--- config.mk ---
export PLATFORM = sky130hd
export DESIGN_NAME = framed_packet_receiver_unit
export DESIGN_NICKNAME = d
export VERILOG_FILES = /design/src/hw/rtl/fpr_pkg.sv /design/src/hw/rtl/framed_packet_receiver_unit.sv /design/src/hw/rtl/fpr_sequencer.sv
export SDC_FILE = /design/constraint.sdc
export NUM_CORES = 1
export LEC_CHECK = 0
export BUFFER_PORTS_ARGS = -buffer_cell sky130_fd_sc_hd__buf_4
export CORE_AREA = 2 2 256 258
export DETAILED_ROUTE_END_ITERATION = 8
export DIE_AREA = 0 0 258 260
export GPL_TIMING_DRIVEN = 0
export PLACE_DENSITY = 0.52
export SLEW_MARGIN = 0
export SYNTH_ARGS = -nofsm -noshare
export SYNTH_HDL_FRONTEND = slang
export SYNTH_SLANG_ARGS = --single-unit
--- constraint.sdc ---
create_clock -name clk -period 4.1 [get_ports clk]
set_input_delay 0.82 -clock clk [delete_from_list [all_inputs] [get_ports clk]]
set_output_delay 0.82 -clock clk [all_outputs]
set_load 0.1 [all_outputs]
--- src/hw/rtl/fpr_pkg.sv ---
// Package for the framed packet receiver: sizes, result status codes,
// sequencer step names, control word and condition flag types.
// No dependencies.
`default_nettype none

package fpr_pkg;

  localparam int MAX_PAYLOAD = 64;
  localparam int IDX_W       = 6;
  localparam int LEN_W       = 7;

  localparam logic [7:0] HEAD_RESET = 8'd204;
  localparam logic [7:0] TAIL_RESET = 8'd185;

  localparam logic [1:0] ST_PKT   = 2'd0;
  localparam logic [1:0] ST_SUM   = 2'd1;
  localparam logic [1:0] ST_FRAME = 2'd2;

  typedef logic [3:0] step_t;

  localparam step_t S_HUNT    = 4'd0;
  localparam step_t S_LEN     = 4'd1;
  localparam step_t S_ID      = 4'd2;
  localparam step_t S_PAY     = 4'd3;
  localparam step_t S_TAIL    = 4'd4;
  localparam step_t S_CHECK   = 4'd5;
  localparam step_t S_SPLIT   = 4'd6;
  localparam step_t S_PREP    = 4'd7;
  localparam step_t S_EMIT    = 4'd8;
  localparam step_t S_EMPTY   = 4'd9;
  localparam step_t S_ERR_SUM = 4'd10;
  localparam step_t S_ERR_FRM = 4'd11;

  typedef enum logic [2:0] {
    C_ALWAYS,
    C_HEAD,
    C_BAD_LEN,
    C_LEN_ONE,
    C_PAY_DONE,
    C_TAIL_BAD,
    C_SUM_BAD,
    C_EMIT_LAST
  } cond_t;

  typedef enum logic [2:0] {
    EM_NONE,
    EM_PKT,
    EM_EMPTY,
    EM_ERR_SUM,
    EM_ERR_FRM
  } emit_t;

  typedef struct packed {
    logic  wait_in;
    emit_t emit;
    logic  sum_clr;
    logic  len_ld;
    logic  id_ld;
    logic  sum_add;
    logic  cnt_clr;
    logic  cnt_inc;
    logic  mem_wr;
    cond_t cond;
    step_t tgt;
    step_t nxt;
  } ctrl_word_t;

  typedef struct packed {
    logic head_hit;
    logic bad_len;
    logic len_one;
    logic pay_done;
    logic tail_bad;
    logic sum_bad;
    logic emit_last;
  } flags_t;

endpackage

`default_nettype wire

--- src/hw/rtl/framed_packet_receiver_unit.sv ---
// Top level of the framed packet receiver: datapath, payload store,
// register port and output register. Depends on fpr_pkg and fpr_sequencer.
//
//   channel  | direction | handshake        | payload
//   in_      | input     | valid / ready    | rx_byte
//   out_     | output    | valid / ready    | status, packet_id, payload_len,
//            |           |                  | has_data, byte_index,
//            |           |                  | payload_byte, last
//   cfg      | input     | APB, pready high | head_byte @0, tail_byte @4
//
// Each received byte is taken by a step of the step counter. After the
// checksum byte of a good frame, two further steps set up the store read,
// and then one result leaves per cycle while the output is not stalled; a
// single result follows an error or empty frame. Reset is synchronous and
// active low; the store is not cleared by it. No byte is taken while results
// are being sent, and a stalled output holds the sequencer on its emit step.
`default_nettype none

module framed_packet_receiver_unit import fpr_pkg::*; (
  input  wire logic             clk,
  input  wire logic             rst_n,
  input  wire logic             in_valid,
  output logic                  in_ready,
  input  wire logic [7:0]       in_rx_byte,
  output logic                  out_valid,
  input  wire logic             out_ready,
  output logic [1:0]            out_status,
  output logic [7:0]            out_packet_id,
  output logic [LEN_W-1:0]      out_payload_len,
  output logic                  out_has_data,
  output logic [IDX_W-1:0]      out_byte_index,
  output logic [7:0]            out_payload_byte,
  output logic                  out_last,
  input  wire logic             psel,
  input  wire logic             penable,
  input  wire logic             pwrite,
  input  wire logic [2:0]       paddr,
  input  wire logic [31:0]      pwdata,
  output logic [31:0]           prdata,
  output logic                  pready
);

  ctrl_word_t cw;
  flags_t     flags;
  logic       fire;
  logic       out_free;

  logic [7:0]       head_r, tail_r;
  logic [7:0]       sum_r, len_r, id_r;
  logic [LEN_W-1:0] cnt_r, cnt_nxt;
  logic [7:0]       cnt_p2;
  logic [7:0]       mem [MAX_PAYLOAD];
  logic [7:0]       mem_rd_r;
  logic             out_valid_r;
  logic             emit_go;

  function automatic logic [7:0] bsd_add(input logic [7:0] s, input logic [7:0] b);
    return {s[0], s[7:1]} + b;
  endfunction

  fpr_sequencer u_seq (
    .clk      (clk),
    .rst_n    (rst_n),
    .in_valid (in_valid),
    .out_free (out_free),
    .flags    (flags),
    .cw       (cw),
    .fire     (fire)
  );

  assign in_ready = cw.wait_in;
  assign out_free = !out_valid_r || out_ready;
  assign emit_go  = fire && (cw.emit != EM_NONE);
  assign cnt_p2   = {1'b0, cnt_r} + 8'd2;

  always_comb begin
    flags.head_hit  = (in_rx_byte == head_r);
    flags.bad_len   = (in_rx_byte == 8'd0) || (in_rx_byte > 8'(MAX_PAYLOAD + 1));
    flags.len_one   = (len_r == 8'd1);
    flags.pay_done  = (cnt_p2 >= len_r);
    flags.tail_bad  = (in_rx_byte != tail_r);
    flags.sum_bad   = (in_rx_byte != sum_r);
    flags.emit_last = (cnt_p2 == len_r);
  end

  always_comb begin
    if (fire && cw.cnt_clr) begin
      cnt_nxt = '0;
    end else if (fire && cw.cnt_inc) begin
      cnt_nxt = cnt_r + LEN_W'(1);
    end else begin
      cnt_nxt = cnt_r;
    end
  end

  always_ff @(posedge clk) begin
    if (!rst_n) begin
      head_r      <= HEAD_RESET;
      tail_r      <= TAIL_RESET;
      sum_r       <= '0;
      len_r       <= '0;
      id_r        <= '0;
      cnt_r       <= '0;
      out_valid_r <= 1'b0;
    end else begin
      if (psel && penable && pwrite && pready) begin
        if (paddr[2]) begin
          tail_r <= pwdata[7:0];
        end else begin
          head_r <= pwdata[7:0];
        end
      end
      cnt_r <= cnt_nxt;
      if (fire && cw.sum_clr) begin
        sum_r <= '0;
      end else if (fire && cw.sum_add) begin
        sum_r <= bsd_add(sum_r, in_rx_byte);
      end
      if (fire && cw.len_ld) begin
        len_r <= in_rx_byte;
      end
      if (fire && cw.id_ld) begin
        id_r <= in_rx_byte;
      end
      if (emit_go) begin
        out_valid_r <= 1'b1;
      end else if (out_ready) begin
        out_valid_r <= 1'b0;
      end
    end
  end

  // The read address follows the next count, so the registered data always
  // holds the entry at the current count.
  always_ff @(posedge clk) begin
    if (fire && cw.mem_wr) begin
      mem[cnt_r[IDX_W-1:0]] <= in_rx_byte;
    end
    mem_rd_r <= mem[cnt_nxt[IDX_W-1:0]];
  end

  always_ff @(posedge clk) begin
    if (emit_go) begin
      unique case (cw.emit)
        EM_PKT: begin
          out_status       <= ST_PKT;
          out_packet_id    <= id_r;
          out_payload_len  <= len_r[LEN_W-1:0] - LEN_W'(1);
          out_has_data     <= 1'b1;
          out_byte_index   <= cnt_r[IDX_W-1:0];
          out_payload_byte <= mem_rd_r;
          out_last         <= flags.emit_last;
        end
        EM_EMPTY: begin
          out_status       <= ST_PKT;
          out_packet_id    <= id_r;
          out_payload_len  <= '0;
          out_has_data     <= 1'b0;
          out_byte_index   <= '0;
          out_payload_byte <= '0;
          out_last         <= 1'b1;
        end
        default: begin
          out_status       <= (cw.emit == EM_ERR_SUM) ? ST_SUM : ST_FRAME;
          out_packet_id    <= '0;
          out_payload_len  <= '0;
          out_has_data     <= 1'b0;
          out_byte_index   <= '0;
          out_payload_byte <= '0;
          out_last         <= 1'b1;
        end
      endcase
    end
  end

  assign out_valid = out_valid_r;
  assign pready    = 1'b1;
  assign prdata    = paddr[2] ? {24'd0, tail_r} : {24'd0, head_r};

endmodule

`default_nettype wire

--- src/hw/rtl/fpr_sequencer.sv ---
// Microcode sequencer of the framed packet receiver: program table, step
// counter and conditional branch. Depends on fpr_pkg.
`default_nettype none

module fpr_sequencer import fpr_pkg::*; (
  input  wire logic       clk,
  input  wire logic       rst_n,
  input  wire logic       in_valid,
  input  wire logic       out_free,
  input  wire flags_t     flags,
  output ctrl_word_t      cw,
  output logic            fire
);

  step_t pc_r, pc_nxt;
  logic  take;

  function automatic ctrl_word_t rom(input step_t pc);
    ctrl_word_t w;
    w = '{wait_in: 1'b0, emit: EM_NONE, sum_clr: 1'b0, len_ld: 1'b0, id_ld: 1'b0,
          sum_add: 1'b0, cnt_clr: 1'b0, cnt_inc: 1'b0, mem_wr: 1'b0,
          cond: C_ALWAYS, tgt: S_HUNT, nxt: S_HUNT};
    unique case (pc)
      S_HUNT: begin
        w.wait_in = 1'b1; w.sum_clr = 1'b1; w.cnt_clr = 1'b1;
        w.cond = C_HEAD; w.tgt = S_LEN; w.nxt = S_HUNT;
      end
      S_LEN: begin
        w.wait_in = 1'b1; w.len_ld = 1'b1;
        w.cond = C_BAD_LEN; w.tgt = S_ERR_FRM; w.nxt = S_ID;
      end
      S_ID: begin
        w.wait_in = 1'b1; w.id_ld = 1'b1; w.sum_add = 1'b1; w.cnt_clr = 1'b1;
        w.cond = C_LEN_ONE; w.tgt = S_TAIL; w.nxt = S_PAY;
      end
      S_PAY: begin
        w.wait_in = 1'b1; w.sum_add = 1'b1; w.mem_wr = 1'b1; w.cnt_inc = 1'b1;
        w.cond = C_PAY_DONE; w.tgt = S_TAIL; w.nxt = S_PAY;
      end
      S_TAIL: begin
        w.wait_in = 1'b1;
        w.cond = C_TAIL_BAD; w.tgt = S_ERR_FRM; w.nxt = S_CHECK;
      end
      S_CHECK: begin
        w.wait_in = 1'b1;
        w.cond = C_SUM_BAD; w.tgt = S_ERR_SUM; w.nxt = S_SPLIT;
      end
      S_SPLIT: begin
        w.cond = C_LEN_ONE; w.tgt = S_EMPTY; w.nxt = S_PREP;
      end
      S_PREP: begin
        // Rewinding the counter also starts the store read of entry zero.
        w.cnt_clr = 1'b1; w.tgt = S_EMIT;
      end
      S_EMIT: begin
        w.emit = EM_PKT; w.cnt_inc = 1'b1;
        w.cond = C_EMIT_LAST; w.tgt = S_HUNT; w.nxt = S_EMIT;
      end
      S_EMPTY:   w.emit = EM_EMPTY;
      S_ERR_SUM: w.emit = EM_ERR_SUM;
      S_ERR_FRM: w.emit = EM_ERR_FRM;
      default:   w.tgt = S_HUNT;
    endcase
    return w;
  endfunction

  assign cw = rom(pc_r);

  always_comb begin
    unique case (cw.cond)
      C_ALWAYS:    take = 1'b1;
      C_HEAD:      take = flags.head_hit;
      C_BAD_LEN:   take = flags.bad_len;
      C_LEN_ONE:   take = flags.len_one;
      C_PAY_DONE:  take = flags.pay_done;
      C_TAIL_BAD:  take = flags.tail_bad;
      C_SUM_BAD:   take = flags.sum_bad;
      C_EMIT_LAST: take = flags.emit_last;
    endcase
  end

  // A step waits for a request on the input, or for room in the output
  // register, before it takes effect.
  assign fire   = (!cw.wait_in || in_valid) && ((cw.emit == EM_NONE) || out_free);
  assign pc_nxt = fire ? (take ? cw.tgt : cw.nxt) : pc_r;

  always_ff @(posedge clk) begin
    if (!rst_n) begin
      pc_r <= S_HUNT;
    end else begin
      pc_r <= pc_nxt;
    end
  end

endmodule

`default_nettype wire

==> summary.txt <==
Run status
  – Status: finished, final reports clean

Routing
  – DR vias: 17,000
  – Initial DRT Pass Iterations: 5
  – DR DRC count: 0
  – Iter 0 DRT Violations: 1,795
  – DRT antenna net count: 0
  – Via-per-instance ratio: 5.63
  – Final wirelength: 79.7 mm
  – Wire length per cell: 26.5 um

Timing
  – Final hold violations: 0
  – Fmax: 0.250 GHz
  – Unrepaired setup endpoints after global routing: false
  – Endpoints failing setup: 0
  – Max Slew Vio Count: 0
  – Worst-margin pin slew: 1.11 ns
  – Final Skew: 0.0251 ns
  – Final worst path period share: 0.975
  – Total negative slack: 0 ns
  – Hold slack final: 0.413 ns
  – Setup ws final: 0.101 ns
  – Relative slew margins: 0.258
  – Minimum clock period: 4.00 ns

Global routing
  – M3 GR Usage: 0.0433
  – Total gr overflow: 0
  – Largest net degree at the start of global routing: 71
  – Met2 usage: 0.377
  – Initial antenna violation count: 2
  – Met1 Resource Use GR: 0.323
  – Gr usage total: 0.237
  – Gr busiest metal: met2
  – Global-route wire length before repair: 115 mm
  – Vias in the first global route: 16,400

Placement
  – Cells after DPL: 2,899
  – Routability cong.: 0.940
  – IO Port Bufs: 65
  – Worst slack, placed: -1.09 ns
  – Dpl hpwl: 53.5 mm

Power and ir drop
  – Leakage: 10.1 nW
  – Worst vdd ir: 0.376 mV
  – Final total power: 0.0129 W
  – Pwr/cell area: 440 mW/mm^2

Worst hold path
  – Hold EP: tail_r[0]
  – WHS Path Cells: 3
  – Min-delay src: pwdata[0]
  – Hold/Removal Path Class: input port to flip-flop

Worst setup path
  – Crit end category: flip-flop
  – CP max FO: 10
  – CP Class: flip-flop to flip-flop
  – Largest stage delay, worst path: 0.46 ns
  – CP max-delay cell: mux2i_4
  – Critical Path Most Common Cell: nand2_2
  – Crit path DAT: 4.58 ns
  – R2R Setup Slk: 0.10 ns
  – R2R Path Start: u_seq.pc_r[2]
  – Reg2reg end: mem_rd_r[3]
  – R2R cell count: 15
  – Critical-path cell list: inv_2, nand2_2, nor2_4, nand2_2, inv_4, o211ai_4, mux2i_4, buf_4, buf_2, clkbuf_4, nand2_1, a32oi_1, nand4_1, o211ai_1, a21o_1
  – Startpoint types: flip-flop
  – CP required: 4.68 ns

CTS
  – Htree depth: 2
  – Clk Latency, worst-skew pair: 0.65 ns
  – CTS hold repair buffers: 0
  – Clock Path Buffers: 3
  – TritonCTS sink count: 605
  – CTS tree: built
  – Clk root buf: clkbuf_16
  – Clk slew on worst S/H paths: 0.06 ns
  – CTS Buf Count: 61

Synthesis
  – Synth Instances: 1,955
  – Yosys cell types: 79
  – Async set-reset flop share out of synthesis: 0
  – Top cell type's share of synthesized area: 0.640
  – Post-synth top area cell: edfxtp_1
  – Yosys reg bits: 605
  – Number of synthesized flops with an enable pin: 545
  – Register area share after synthesis: 0.687
  – Synthesized area per cell: 13.1 sq um
  – Mapped cell area: 0.0256 sq mm
  – Top_reg_cell synth: edfxtp_1
  – Ys Warns: 0
  – Area contributors post-synth: edfxtp_1 64%, nand2_1 5.5%, dfxtp_1 4.7%

Die
  – Die area: 0.0671 sq mm
  – Row cnt: 93
  – Initial Util: 0.399
  – Die Ht: 260 um
  – CORE AREA: 0.0641 sq mm
  – # IOs: 118
  – Die width: 258 um

Finish
  – Leading cell type in the layout, fill and taps excluded: edfxtp_1
  – Post-route insts no fill: 3,013
  – Layout Nets: 2,182
  – Share of cells above drive strength 1: 0.138
  – Area growth from synthesis to layout: 14.5%
  – Most frequent cells in the layout: 545 x edfxtp_1, 373 x nand2_1, 143 x nand3_1

Job
  – Max Cap Viol: 0
cell usage after synthesis (6+ instances only):
master,number
a211oi_1,10
a21o_1,8
a21oi_1,81
a221oi_1,7
a22oi_1,10
a311oi_1,7
a31oi_1,16
a32o_1,8
a32oi_1,13
and2_1,20
and3_1,9
buf_1,8
buf_2,47
buf_4,39
clkbuf_1,25
dfxtp_1,60
edfxtp_1,545
ha_1,22
inv_1,24
mux2_2,12
mux2i_1,112
mux4_2,12
nand2_1,373
nand3_1,143
nand4_1,19
nor2_1,118
nor2b_1,8
nor3_1,20
nor4_1,16
o2111ai_1,7
o211ai_1,6
o21ai_0,24
o22ai_1,6
or3_1,11
xnor2_1,28
xor2_1,9
power breakdown:
part	internal, W	switching [W]
clock network	0.00311	0.00234
registers	0.00673	0.0000164
logic	0.000155	0.000515
cell type report:
cell class | count | area, sq um
fillers | 5757 | 34800
flip-flops and latches | 605 | 17600
multi-input cells | 1222 | 7400
clock buffers | 84 | 1660
well taps | 855 | 1070
plain buffers | 123 | 709
repair buffers | 68 | 523
clock inverters | 27 | 254
inverters | 28 | 108
diodes | 1 | 2.50
through the flow:
step	util	area, sq um
after global placement	0.424	27200
after floorplan	-	25700
final	0.457	29300
after CTS	0.456	29200
after detailed placement	0.425	27200
after global routing	0.457	29300
timing repair:
item / in CTS / in global routing
gates cloned: 0 / 0
resized for setup: 13 / 10
setup buffers: 0 / 2
endpoints found under the setup margin: 7 / 5
metal layers:
metal / part of all wire / routed length, um / up-vias
met5: 0.000088 / 7 / -
li1: - / - / 7518
met1: 0.42 / 33500 / 8563
met3: 0.077 / 6150 / 164
met2: 0.46 / 36800 / 711
met4: 0.041 / 3280 / 2
logic make-up after synthesis:
| family | after synthesis | share of synthesized area |
|---|---|---|
| compound gates | 230 | 0.0602 |
| xor+xnor | 37 | 0.0127 |
| fa+ha+maj | 23 | 0.0115 |
| buf+inv | 151 | 0.0315 |
| flops | 605 | 0.687 |
| mux | 138 | 0.0608 |
| other cells | 2 | 0.000294 |
| simple gates | 769 | 0.136 |
how the worst max path moves through the flow:
stage               cells after the start     endpoint     startpoint  slack [ns]
floorplan                              12  mem_rd_r[6]       in_valid        0.81
global placement                       11  mem_rd_r[2]       in_valid       -1.15
detailed placement                     11  mem_rd_r[1]       in_valid       -1.09
CTS                                    14  mem_rd_r[2]  u_seq.pc_r[3]        0.01
global route                           15  mem_rd_r[0]  u_seq.pc_r[2]        0.02
finish                                 15  mem_rd_r[3]  u_seq.pc_r[2]        0.10
critical path, delay by kind of cell, from the launching register on:
family	cells	cell delay, ns
buffers and inverters	5	1.26
and+or+nand+nor	5	0.80
DFF	1	0.37
AOI/OAI and AO/OA	4	1.04
muxes	1	0.46
registers in the layout, indices dropped and copies added (netlist names):
| signal | cells |
|---|---|
| out_payload_byte | 8 |
| mem | 512 |
| out_packet_id | 8 |
| out_byte_index | 6 |
| len_r | 8 |
| tail_r | 8 |
| sum_r | 8 |
| out_payload_len | 7 |
| out_last | 1 |
| id_r | 8 |
| cnt_r | 7 |
| head_r | 8 |
| u_seq.pc_r | 4 |
| mem_rd_r | 8 |
| out_has_data | 1 |
| out_valid | 1 |
| out_status | 2 |
Power figures use the tool's default switching activity.
